`src/rtl/pol_pkg.sv`:
```
// Package for the positional ordered list: payload types, command codes and
// status codes. No dependencies.

package pol_pkg;

   localparam int CNT_W      = 6;
   localparam int VAL_W      = 32;
   localparam int CAP_DEFAULT = 32;

   localparam logic [2:0] OP_APPEND   = 3'd0;
   localparam logic [2:0] OP_INSERT   = 3'd1;
   localparam logic [2:0] OP_DEL_HEAD = 3'd2;
   localparam logic [2:0] OP_DEL_TAIL = 3'd3;
   localparam logic [2:0] OP_DEL_POS  = 3'd4;
   localparam logic [2:0] OP_READ     = 3'd5;

   localparam logic [1:0] ST_OK    = 2'd0;
   localparam logic [1:0] ST_EMPTY = 2'd1;
   localparam logic [1:0] ST_FULL  = 2'd2;
   localparam logic [1:0] ST_RANGE = 2'd3;

   localparam logic [1:0] ACT_HOLD   = 2'd0;
   localparam logic [1:0] ACT_INSERT = 2'd1;
   localparam logic [1:0] ACT_DELETE = 2'd2;
   localparam logic [1:0] ACT_ROTATE = 2'd3;

   typedef struct packed {
      logic [2:0]              opcode;
      logic signed [VAL_W-1:0] value;
      logic [CNT_W-1:0]        position;
   } req_type;

   typedef struct packed {
      logic signed [VAL_W-1:0] read_value;
      logic [1:0]              status;
      logic                    last;
   } rsp_type;

   // Command broadcast to every cell of the chain
   typedef struct packed {
      logic [1:0]              action;
      logic [CNT_W-1:0]        idx;
      logic signed [VAL_W-1:0] value;
   } shift_cmd_type;

endpackage

```
`src/rtl/pol_cell.sv`:
```
// One storage cell of the list chain. Holds one element and moves it
// to or from its neighbours on the broadcast command. Depends on pol_pkg.

module pol_cell #(
   parameter int INDEX = 0
) (
   input  logic                             clock,
   input  pol_pkg::shift_cmd_type           cmd,
   input  logic signed [pol_pkg::VAL_W-1:0] left_data,
   input  logic signed [pol_pkg::VAL_W-1:0] right_data,
   input  logic signed [pol_pkg::VAL_W-1:0] head_data,
   output logic signed [pol_pkg::VAL_W-1:0] data
);
   import pol_pkg::*;

   localparam logic [CNT_W-1:0] MY_IDX = CNT_W'(INDEX);

   logic signed [VAL_W-1:0] data_ff;
   logic signed [VAL_W-1:0] data_in;

   always_comb begin
      data_in = data_ff;
      unique case (cmd.action)
         ACT_HOLD: begin
            data_in = data_ff;
         end
         ACT_INSERT: begin
            if (MY_IDX == cmd.idx) begin
               data_in = cmd.value;
            end else if (MY_IDX > cmd.idx) begin
               data_in = left_data;
            end
         end
         ACT_DELETE: begin
            if (MY_IDX >= cmd.idx) begin
               data_in = right_data;
            end
         end
         ACT_ROTATE: begin
            // idx marks the tail: it takes the head, the rest move down
            if (MY_IDX == cmd.idx) begin
               data_in = head_data;
            end else if (MY_IDX < cmd.idx) begin
               data_in = right_data;
            end
         end
         default: begin
            data_in = data_ff;
         end
      endcase
   end

   always_ff @(posedge clock) begin
      data_ff <= data_in;
   end

   assign data = data_ff;

endmodule

```
`src/rtl/pol_ctrl.sv`:
```
// Command decoder, element count, read-out sequencer and response register
// of the ordered list. Depends on pol_pkg.

module pol_ctrl #(
   parameter int CAPACITY = pol_pkg::CAP_DEFAULT
) (
   input  logic                             clock,
   input  logic                             reset,
   input  logic                             req_valid,
   output logic                             req_ready,
   input  pol_pkg::req_type                 req_data,
   output logic                             rsp_valid,
   input  logic                             rsp_ready,
   output pol_pkg::rsp_type                 rsp_data,
   input  logic signed [pol_pkg::VAL_W-1:0] head_data,
   output pol_pkg::shift_cmd_type           cmd
);
   import pol_pkg::*;

   localparam logic [CNT_W-1:0] CAP_CNT = CNT_W'(CAPACITY);
   localparam logic             S_IDLE  = 1'b0;
   localparam logic             S_READ  = 1'b1;

   logic             state_ff, state_in;
   logic [CNT_W-1:0] count_ff, count_in;
   logic [CNT_W-1:0] left_ff, left_in;
   logic             rsp_valid_ff, rsp_valid_in;
   rsp_type          rsp_data_ff, rsp_data_in;

   logic             slot_free;
   logic             accept;
   logic [CNT_W-1:0] pos_m1;

   assign slot_free = !rsp_valid_ff || rsp_ready;
   assign req_ready = (state_ff == S_IDLE) && slot_free;
   assign accept    = req_valid && req_ready;
   assign pos_m1    = req_data.position - CNT_W'(1);

   always_comb begin
      state_in     = state_ff;
      count_in     = count_ff;
      left_in      = left_ff;
      rsp_valid_in = slot_free ? 1'b0 : rsp_valid_ff;
      rsp_data_in  = rsp_data_ff;
      cmd.action   = ACT_HOLD;
      cmd.idx      = '0;
      cmd.value    = req_data.value;

      if (state_ff == S_READ) begin
         if (slot_free) begin
            rsp_valid_in           = 1'b1;
            rsp_data_in.read_value = head_data;
            rsp_data_in.status     = ST_OK;
            rsp_data_in.last       = (left_ff == CNT_W'(1));
            cmd.action             = ACT_ROTATE;
            cmd.idx                = count_ff - CNT_W'(1);
            left_in                = left_ff - CNT_W'(1);
            if (left_ff == CNT_W'(1)) begin
               state_in = S_IDLE;
            end
         end
      end else if (accept) begin
         rsp_valid_in           = 1'b1;
         rsp_data_in.read_value = '0;
         rsp_data_in.status     = ST_OK;
         rsp_data_in.last       = 1'b1;
         unique case (req_data.opcode)
            OP_APPEND: begin
               if (count_ff >= CAP_CNT) begin
                  rsp_data_in.status = ST_FULL;
               end else begin
                  cmd.action = ACT_INSERT;
                  cmd.idx    = count_ff;
                  count_in   = count_ff + CNT_W'(1);
               end
            end
            OP_INSERT: begin
               if (count_ff >= CAP_CNT) begin
                  rsp_data_in.status = ST_FULL;
               end else if (req_data.position == '0) begin
                  rsp_data_in.status = ST_RANGE;
               end else begin
                  cmd.action = ACT_INSERT;
                  cmd.idx    = (pos_m1 > count_ff) ? count_ff : pos_m1;
                  count_in   = count_ff + CNT_W'(1);
               end
            end
            OP_DEL_HEAD: begin
               if (count_ff == '0) begin
                  rsp_data_in.status = ST_EMPTY;
               end else begin
                  cmd.action = ACT_DELETE;
                  cmd.idx    = '0;
                  count_in   = count_ff - CNT_W'(1);
               end
            end
            OP_DEL_TAIL: begin
               if (count_ff == '0) begin
                  rsp_data_in.status = ST_EMPTY;
               end else begin
                  cmd.action = ACT_DELETE;
                  cmd.idx    = count_ff - CNT_W'(1);
                  count_in   = count_ff - CNT_W'(1);
               end
            end
            OP_DEL_POS: begin
               if (count_ff == '0) begin
                  rsp_data_in.status = ST_EMPTY;
               end else if (req_data.position == '0 || req_data.position > count_ff) begin
                  rsp_data_in.status = ST_RANGE;
               end else begin
                  cmd.action = ACT_DELETE;
                  cmd.idx    = pos_m1;
                  count_in   = count_ff - CNT_W'(1);
               end
            end
            OP_READ: begin
               if (count_ff == '0) begin
                  rsp_data_in.status = ST_EMPTY;
               end else begin
                  rsp_valid_in = 1'b0;
                  state_in     = S_READ;
                  left_in      = count_ff;
               end
            end
            default: begin
               rsp_valid_in = 1'b0;
            end
         endcase
      end
   end

   always_ff @(posedge clock) begin
      if (reset) begin
         state_ff     <= S_IDLE;
         count_ff     <= '0;
         left_ff      <= '0;
         rsp_valid_ff <= 1'b0;
      end else begin
         state_ff     <= state_in;
         count_ff     <= count_in;
         left_ff      <= left_in;
         rsp_valid_ff <= rsp_valid_in;
      end
      rsp_data_ff <= rsp_data_in;
   end

   assign rsp_valid = rsp_valid_ff;
   assign rsp_data  = rsp_data_ff;

`ifndef SYNTHESIS
   a_count_bound: assert property (@(posedge clock) disable iff (reset)
      count_ff <= CAP_CNT)
      else $error("element count above capacity");

   a_read_left: assert property (@(posedge clock) disable iff (reset)
      state_ff == S_READ |-> left_ff != '0 && left_ff <= count_ff)
      else $error("read-out counter out of step with count");

   a_read_start: assert property (@(posedge clock) disable iff (reset)
      accept && req_data.opcode == OP_READ && count_ff != '0
      |=> state_ff == S_READ && left_ff == $past(count_ff))
      else $error("read-out did not start");

   a_count_kept_in_read: assert property (@(posedge clock) disable iff (reset)
      state_ff == S_READ |=> $stable(count_ff))
      else $error("count changed during read-out");
`endif

endmodule

```
`src/rtl/positional_ordered_list.sv`:
```
// Positional ordered list of up to CAPACITY signed 32-bit values, held in a
// chain of cells where every element sits in a cell of its own. Append,
// insert at a 1-based position (past the end appends), delete first, delete
// last and delete at a position each answer with one transfer carrying a
// status (ok, empty, full, out of range) and last set; opcodes 6 and 7
// are dropped without a response. Read out returns one transfer per
// stored element, in list order, with last on the final one, or a single
// empty transfer for an empty list: the chain rotates one place a cycle
// through cell 0 while the response register can take a result, and the
// request side stays stalled meanwhile. A response register parts the two
// channels; a new request is taken when that register is empty or in the
// cycle its waiting result is transferred, so a stalled response stalls the
// request side as well. Element storage is not cleared by reset; only the
// count and the control state are.
// Depends on pol_pkg, pol_cell and pol_ctrl.

module positional_ordered_list #(
   parameter int CAPACITY = pol_pkg::CAP_DEFAULT
) (
   input  logic             clock,
   input  logic             reset,
   input  logic             req_valid,
   output logic             req_ready,
   input  pol_pkg::req_type req_data,
   output logic             rsp_valid,
   input  logic             rsp_ready,
   output pol_pkg::rsp_type rsp_data
);
   import pol_pkg::*;

   shift_cmd_type           cmd;
   logic signed [VAL_W-1:0] cell_data [CAPACITY];
   logic signed [VAL_W-1:0] head_data;

   // Cell 0 is the head of the list
   assign head_data = cell_data[0];

   pol_ctrl #(
      .CAPACITY (CAPACITY)
   ) u_ctrl (
      .clock     (clock),
      .reset     (reset),
      .req_valid (req_valid),
      .req_ready (req_ready),
      .req_data  (req_data),
      .rsp_valid (rsp_valid),
      .rsp_ready (rsp_ready),
      .rsp_data  (rsp_data),
      .head_data (head_data),
      .cmd       (cmd)
   );

   // Build the chain; the ends are tied off to values never used as data
   for (genvar i = 0; i < CAPACITY; i++) begin : g_cell
      logic signed [VAL_W-1:0] left_data;
      logic signed [VAL_W-1:0] right_data;

      if (i == 0) begin : g_first
         assign left_data = cmd.value;
      end else begin : g_inner_l
         assign left_data = cell_data[i-1];
      end

      if (i == CAPACITY - 1) begin : g_tail
         assign right_data = head_data;
      end else begin : g_inner_r
         assign right_data = cell_data[i+1];
      end

      pol_cell #(
         .INDEX (i)
      ) u_cell (
         .clock      (clock),
         .cmd        (cmd),
         .left_data  (left_data),
         .right_data (right_data),
         .head_data  (head_data),
         .data       (cell_data[i])
      );
   end

endmodule

```
`config.mk`:
```
export PLATFORM = sky130hd
export DESIGN_NAME = positional_ordered_list
export DESIGN_NICKNAME = d
export VERILOG_FILES = /design/src/rtl/pol_pkg.sv /design/src/rtl/pol_cell.sv /design/src/rtl/pol_ctrl.sv /design/src/rtl/positional_ordered_list.sv
export SDC_FILE = /design/constraint.sdc
export NUM_CORES = 2
export LEC_CHECK = 0
export BUFFER_PORTS_ARGS = -buffer_cell sky130_fd_sc_hd__buf_4
export CORE_ASPECT_RATIO = 0.5
export CORE_MARGIN = 4
export CORE_UTILIZATION = 62
export DETAILED_ROUTE_END_ITERATION = 6
export GPL_ROUTABILITY_DRIVEN = 0
export PLACE_DENSITY = 0.79
export SLEW_MARGIN = 30
export SYNTH_ARGS = -nofsm -noshare
export SYNTH_HDL_FRONTEND = slang
export SYNTH_SLANG_ARGS = --single-unit
```
`constraint.sdc`:
```
create_clock -name clock -period 9.28 [get_ports clock]
set_input_delay 1.856 -clock clock [delete_from_list [all_inputs] [get_ports clock]]
set_output_delay 1.856 -clock clock [all_outputs]
set_load 0.05 [all_outputs]
```
# --- Word-level counts from Yosys, hierarchy flattened ---
# Index checks and enable logic that the tools add are counted.
totals:
  ff_bits: 1073
  latch_bits: 0
  ramBits: 0
  mem_bits_ro: 0
  input_bits: 45
  output_inout_bits: 37
  word_cells: 578
  memories: 0
op_classes:
  n_addsub: 4
  mul: 0
  n_div: 0
  order_cmp: 99
  n_eq_ne: 145
  shift: 0
  mux: 238
  bitwise: 2
  n_reduce_logical: 51
ops:
  columns: ["cell", "n"]
  rows:
  - ["$mux W32", 160]
  - ["$pmux W32 S3", 32]
  - ["$ne A3 B1 Y1 const B", 63]
  - ["$reduce_and A4 Y1", 32]
  - ["$mux W35", 3]
  - ["$eq A5 B6 Y1 const A", 16]
  - ["$ge A5 B6 Y1 const A", 16]
  - ["$gt A5 B6 Y1 const A", 16]
  - ["$lt A5 B6 Y1 const A", 16]
  - ["$mux W6", 12]
  - ["$ne A2 B1 Y1 const B", 34]
  - ["$mux W8", 8]
  - ["$eq A4 B6 Y1 const A", 8]
  - ["$ge A4 B6 Y1 const A", 8]
  - ["$gt A4 B6 Y1 const A", 8]
  - ["$lt A4 B6 Y1 const A", 8]
  - ["$pmux W8 S5", 1]
  - ["$eq A3 B6 Y1 const A", 4]
  - ["$ge A3 B6 Y1 const A", 4]
  - ["$gt A3 B6 Y1 const A", 4]
  - ["$lt A3 B6 Y1 const A", 4]
  - ["$pmux W6 S4", 1]
  - ["$logic_not A6 Y1", 3]
  - ["$sub A6 B1 Y6 const B", 3]
  - ["other kinds (37)", 75]

# --- Depth between registers and ports, before layout ---
depth:
  word_depth: 12
  mapped_depth: 18
  mapped_depth_nobuf: 14

# --- By module ---
# Synthesis repeated with hierarchy kept, for this count alone.
unflattened:
  hier_cells: 4687
  area_unflattened_um2: 74007.2
modules_own_cells:
  columns: ["mod", "n_inst", "cells_each", "area_per_inst_um2"]
  rows:
  - ["pol_cell at g_cell[23].u_cell ...", 2, 114, 2172.1]
  - ["pol_ctrl", 1, 339, 3268.1]
  - ["pol_cell at g_cell[22].u_cell", 1, 223, 2342.2]
  - ["pol_cell at g_cell[29].u_cell", 1, 116, 2323.5]
  - ["pol_cell at g_cell[17].u_cell", 1, 116, 2317.2]
  - ["pol_cell at g_cell[6].u_cell", 1, 116, 2316.0]
  - ["pol_cell at g_cell[28].u_cell", 1, 115, 2311.0]
  - ["pol_cell at g_cell[5].u_cell", 1, 115, 2309.7]
  - ["pol_cell at g_cell[0].u_cell", 1, 113, 2308.5]
  - ["pol_cell at g_cell[14].u_cell", 1, 115, 2306.0]
  - ["pol_cell at g_cell[7].u_cell", 1, 114, 2304.7]
  - ["pol_cell at g_cell[31].u_cell", 1, 114, 2296.0]
  - ["pol_cell at g_cell[3].u_cell", 1, 114, 2254.7]
  - ["pol_cell at g_cell[20].u_cell", 1, 120, 2215.9]
  - ["+18 rows", null, null, null]

# --- Least setup slack after synthesis ---
# No wires, ideal clock.
synth_path:
  path_type: "input port to flip-flop"
  startpoint: "input port req_data[0] (netlist bit)"
  endpoint: "register g_cell[12].u_cell.data_ff[0] (enable)"
  setup_ps: 470
  t_arrival_ps: 7139
  required_ps: 8810
  slack_ps: 1671
  stages: 16
  path_cell_list: "inv_1 -> ha_1 -> nand2_1 -> xnor2_1 -> ha_1 -> nand4_1 -> o2bb2a_1 -> o211ai_1 -> o32ai_1 -> a311oi_2 -> nand3_2 -> nor2_1 -> buf_2 -> buf_2 -> nor3_1 -> a211oi_1"
synth_via:
  elab_chain_cells: 11
  elab_cells_between_ends: 26
  classes_between: "1 x add/sub; 5 x order compare; 7 x eq/ne; 8 x mux; 1 x bitwise; 4 x reduce/logical"
synth_rtl:
  columns: ["item", "line", "source"]
  rows:
  - ["start, declared", "positional_ordered_list.sv:24", "input pol_pkg::req_type req_data,"]
  - ["$sub A6 B1 Y6", "pol_ctrl.sv:37", "assign pos_m1 = req_data.position - CNT_W'(1);"]
  - ["$gt A6 B6 Y1", "pol_ctrl.sv:84", "cmd.idx = (pos_m1 > count_ff) ? count_ff : pos_m1;"]
  - ["$mux W6", "pol_ctrl.sv:84", null]
  - ["$mux W7", "pol_ctrl.sv:80", "end else if (req_data.position == '0) begin"]
  - ["$mux W8", "pol_ctrl.sv:78", "if (count_ff >= CAP_CNT) begin"]
  - ["$pmux W8 S5 (*)", "pol_ctrl.sv:67", "unique case (req_data.opcode)"]
  - ["$mux W8 (*)", "pol_ctrl.sv:62", "end else if (accept) begin"]
  - ["$mux W8 (*)", "pol_ctrl.sv:49", "if (state_ff == S_READ) begin"]
  - ["$lt A4 B6 Y1 (tied with other cells)", "pol_cell.sv:43", "end else if (MY_IDX < cmd.idx) begin"]
  - ["$ne A3 B1 Y1 (no source line) / $ne A2 B1 Y1 (equally long branches)", null, null]
  - ["$reduce_and A4 Y1 (no source line) (*)", null, null]
  - ["end signal, assigned", "pol_cell.sv:54", "data_ff <= data_in;"]
  - ["end, declared", "pol_cell.sv:18", "logic signed [VAL_W-1:0] data_ff;"]
# Mark *: on every way between the ends. The rest lies on a longest branch, timed or not.
# A chain may end at the register's enable or synchronous reset.

# --- Worst setup path after layout ---
layout_path:
  startpoint: "input port req_data[4] (netlist bit)"
  endpoint: "register g_cell[27].u_cell.data_ff[29] (enable)"
layout_via:
  elab_chain_cells: 11
  elab_cells_between_ends: 26
  classes_between: "1 x add/sub; 5 x order compare; 7 x eq/ne; 8 x mux; 1 x bitwise; 4 x reduce/logical"
layout_rtl:
  columns: ["item", "line"]
  rows:
  - ["$sub A6 B1 Y6", "pol_ctrl.sv:37"]
  - ["$gt A6 B6 Y1", "pol_ctrl.sv:84"]
  - ["$mux W6", "pol_ctrl.sv:84"]
  - ["$mux W7", "pol_ctrl.sv:80"]
  - ["$mux W8", "pol_ctrl.sv:78"]
  - ["$pmux W8 S5 (*)", "pol_ctrl.sv:67"]
  - ["$mux W8 (*)", "pol_ctrl.sv:62"]
  - ["$mux W8 (*)", "pol_ctrl.sv:49"]
  - ["$lt A5 B6 Y1 (tied with other cells)", "pol_cell.sv:43"]
  - ["$ne A3 B1 Y1 (no source line) / $ne A2 B1 Y1 (equally long branches)", null]
  - ["$reduce_and A4 Y1 (no source line) (*)", null]
  - ["end signal, assigned", "pol_cell.sv:54"]
  - ["end, declared", "pol_cell.sv:18"]
# Marks and branches as above.

==> impl_metrics.json <==
{
  "status": "complete, but fails checks",
  "violations": "design-rule violations",
  "fill_cells": 5974,
  "cts_root_buffer": "clkbuf_16",
  "maxCapViolations": 0,
  "grt_pass1_vias": 41860,
  "power_density_nw_per_um2": 188.0,
  "drt_wl_total_um": 199800,
  "grt_antenna_before_repair": 5,
  "die_y_um": 218.3,
  "syn_area_per_cell_um2": 11.25,
  "wl_per_cell_um": 33.48,
  "num_io_pins": 82,
  "hold_class": "reg2reg",
  "drt_pass1_iterations": 7,
  "syn_inst": 4876,
  "setup.worst_path.class": "in2reg",
  "critical_path_required_ns": 9.67,
  "fin_nets": 4775,
  "setup_violations": 0,
  "die_area_um2": 93560,
  "grt_setup_unrepaired": "no",
  "start_kind": "input pin",
  "ctsHoldBuffers": 0,
  "cts-buffers-inserted": 94,
  "fin_area_um2": 60150,
  "synthesis.area_um2": 54840,
  "layout_setup_ws_ns": 2.331,
  "synth_top_area_cell": "edfxtp_1",
  "clock-sinks": 1073,
  "rows": 76,
  "synth_ff_type": "edfxtp_1",
  "htreeDepth": 3,
  "leakagePower_nw": 22.59,
  "period_minus_slack_ns": 6.949,
  "cts_tree": "built",
  "dieWidth_um": 428.6,
  "r2r_slack_ns": 3.14,
  "end_kind": "flop",
  "grt_max_degree": 261,
  "insertion_delay_ns": 0.73,
  "grt_pass1_wl_um": 283800,
  "path_max_fanout": 33,
  "synth_seq_cells": 1073,
  "clock_skew_ns": 0.04001,
  "hold_viol": 0,
  "reg2reg_depth": 12,
  "async_flop_share": 0,
  "period_share": 0.7488,
  "max_freq_mhz": 143.9,
  "core_area_um2": 86910,
  "port_buffers": 81,
  "cts_resized": 0,
  "synth_cell_type_count": 77,
  "worst_slew_pin_slew_ns": 1.098,
  "hold_end": "u_ctrl.left_ff[1]$_SDFFE_PP0P_",
  "overflow": 0,
  "dr.first_iter.drc_count": 11660,
  "synth_area_leaders": "edfxtp_1 (58%), a221o_1 (17%), nand2_1 (5.4%)",
  "post_cts_buffers": 0,
  "seq_area_frac_synth": 0.5850,
  "clk_pin_slew_ns": 0.07,
  "rr_startpoint": "u_ctrl.count_ff[5]$_SDFFE_PP0P_",
  "yosysWarnings": 0,
  "max_slew_margin": 0.2636,
  "synth_top_cell_area_share": 0.5799,
  "hp-start": "u_ctrl.left_ff[1]$_SDFFE_PP0P_",
  "holdPathStages": 2,
  "grt_usage": 0.4081,
  "drt-vias-per-instance": 7.889,
  "place_area_um2": 56860,
  "arrival_ns": 7.34,
  "ir_drop_mv": 0.1461,
  "area.growth.synth_to_final_pct": 9.688,
  "reg2reg_to": "g_cell[31].u_cell.data[31]$_DFFE_PP_",
  "synthesis.nets": 4940,
  "drv_slew": 0,
  "tns_ns": 0,
  "ant_nets": 0,
  "start_util": 0.6309,
  "via_count": 47070,
  "drive_gt1_frac": 0.1088,
  "ctsLongestPathBuffers": 3,
  "place_ws_ns": 1.758,
  "place_hpwl_um": 127400,
  "drc_errors": 22,
  "synth-edff-count": 1059
}
[cells by family (layout without fill, tap and decap cells)]
logic type | after synthesis | count (layout) | share of synthesized area
XOR/XNOR | 13 | 13 | 0.002076
AND/OR/NAND/NOR | 1948 | 1948 | 0.1567
other | 0 | 7 | 0
flip-flops | 1073 | 1073 | 0.5850
multiplexers | 33 | 33 | 0.006024
AO/OA/AOI/OAI | 1261 | 1261 | 0.2080
buffers and inverters | 529 | 442 | 0.03776
adder cells (fa/ha/maj) | 19 | 19 | 0.004335
[layer usage]
layer / share of wire / GRT usage / wire length [µm]
met5: 0.00077 / 0.003074 / 154
met4: 0.049 / 0.1498 / 9717
met3: 0.23 / 0.2474 / 46620
met2: 0.37 / 0.4987 / 73280
met1: 0.35 / 0.5809 / 70000
[metrics by stage]
| stage | util | hold slack [ns] | total power [mW] | std cells |
|---|---|---|---|---|
| global placement | 0.6529 | 0.4596 | 7.180 | 5775 |
| global route | 0.6919 | 0.5026 | 11.56 | 5959 |
| finish | 0.6921 | 0.4762 | 11.31 | 5966 |
| floorplan | - | 0.4450 | 6.676 | 4876 |
| CTS | 0.6896 | 0.4735 | 11.17 | 5951 |
| detailed placement | 0.6542 | 0.4656 | 7.234 | 5777 |
[synth_stat cells (all sizes together), types with 3 or more instances]
cell type / n
o32ai: 3
inv: 14
o22ai: 6
ha: 19
a221o: 927
xor2: 4
edfxtp: 1059
nand2: 787
a22oi: 5
a21o: 4
nand4: 7
and2: 36
a21boi: 32
nor2: 633
or3: 7
o21ai: 98
o21a: 6
nor3: 39
buf: 89
nand2b: 3
a31oi: 20
nor4: 3
nor2b: 7
clkbuf: 426
nand3: 86
mux2i: 33
and3: 323
xnor2: 9
dfxtp: 14
a221oi: 3
o211ai: 40
a31o: 3
a211oi: 6
or2: 5
a21oi: 85
[report_power, final]
group          internal (mW)  switching [mW]  total [mW]
Sequential              5.65           0.207        5.86
Combinational          0.450           0.959        1.41
Clock                   2.21            1.83        4.04
[state kept, by name, indices dropped and copies added, names as in the netlist]
name and flops:
g_cell.u_cell.data 1024, u_ctrl.count_ff 6, u_ctrl.left_ff 6, u_ctrl.rsp_data 35, u_ctrl.rsp_valid 1, u_ctrl.state_ff 1
[placed cells by master, fill, tap and decap left out, types with 10 or more instances in the layout]
| master | instances |
|---|---|
| nand2_1 | 783 |
| a221o_1 | 927 |
| o211ai_1 | 39 |
| a21boi_2 | 11 |
| a21oi_1 | 63 |
| buf_4 | 242 |
| a21oi_2 | 15 |
| a31oi_2 | 10 |
| nor2_1 | 619 |
| clkinv_1 | 20 |
| clkbuf_16 | 98 |
| nor3_2 | 14 |
| and3_1 | 323 |
| nand3_1 | 83 |
| clkbuf_1 | 20 |
| ha_1 | 19 |
| and2_1 | 36 |
| nor3_1 | 16 |
| o21ai_0 | 92 |
| mux2i_1 | 33 |
| clkinv_2 | 17 |
| dfxtp_1 | 14 |
| inv_1 | 14 |
| edfxtp_1 | 1059 |
| a21boi_0 | 14 |
| bufinv_16 | 10 |
[critical path, stage by stage]
cell and delay [ns]:
buf_4 0.14, nor3_1 0.27, nand2_1 0.12, xnor2_1 0.41, ha_1 0.25, nand4_1 0.13
o21bai_1 0.19, and4_1 0.23, nor4b_1 0.80, a211o_1 0.47, nand2_1 0.55, or3_1 0.85
a21oi_2 0.64, buf_4 0.40
[how the worst max path moves through the flow]
stage / cells after the start / end / slack, ns / start
after global placement: 16 / g_cell[23].u_cell.data[27]$_DFFE_PP_ / 1.95 / req_data[0]
after global routing: 15 / g_cell[27].u_cell.data[12]$_DFFE_PP_ / 2.12 / req_data[0]
final: 14 / g_cell[27].u_cell.data[29]$_DFFE_PP_ / 2.33 / req_data[4]
after CTS: 16 / g_cell[23].u_cell.data[6]$_DFFE_PP_ / 2.45 / req_data[0]
after detailed placement: 15 / g_cell[23].u_cell.data[19]$_DFFE_PP_ / 1.76 / req_data[4]
after floorplan: 16 / g_cell[12].u_cell.data[0]$_DFFE_PP_ / 1.67 / req_data[0]
[area by class of cell]
class                           instances  area (µm²)  area share
Clock buffer                          119        2530     0.04206
Clock inverter                         55       540.5    0.008986
Sequential cell                      1073       32080      0.5334
Antenna cell                            7       17.52   0.0002912
Tap cell                             1170        1464     0.02434
Inverter                               14       52.55   0.0008737
Timing Repair Buffer                  254        2072     0.03445
Multi-Input combinational cell       3274       21390      0.3556
(Power assumes the default switching activity.)
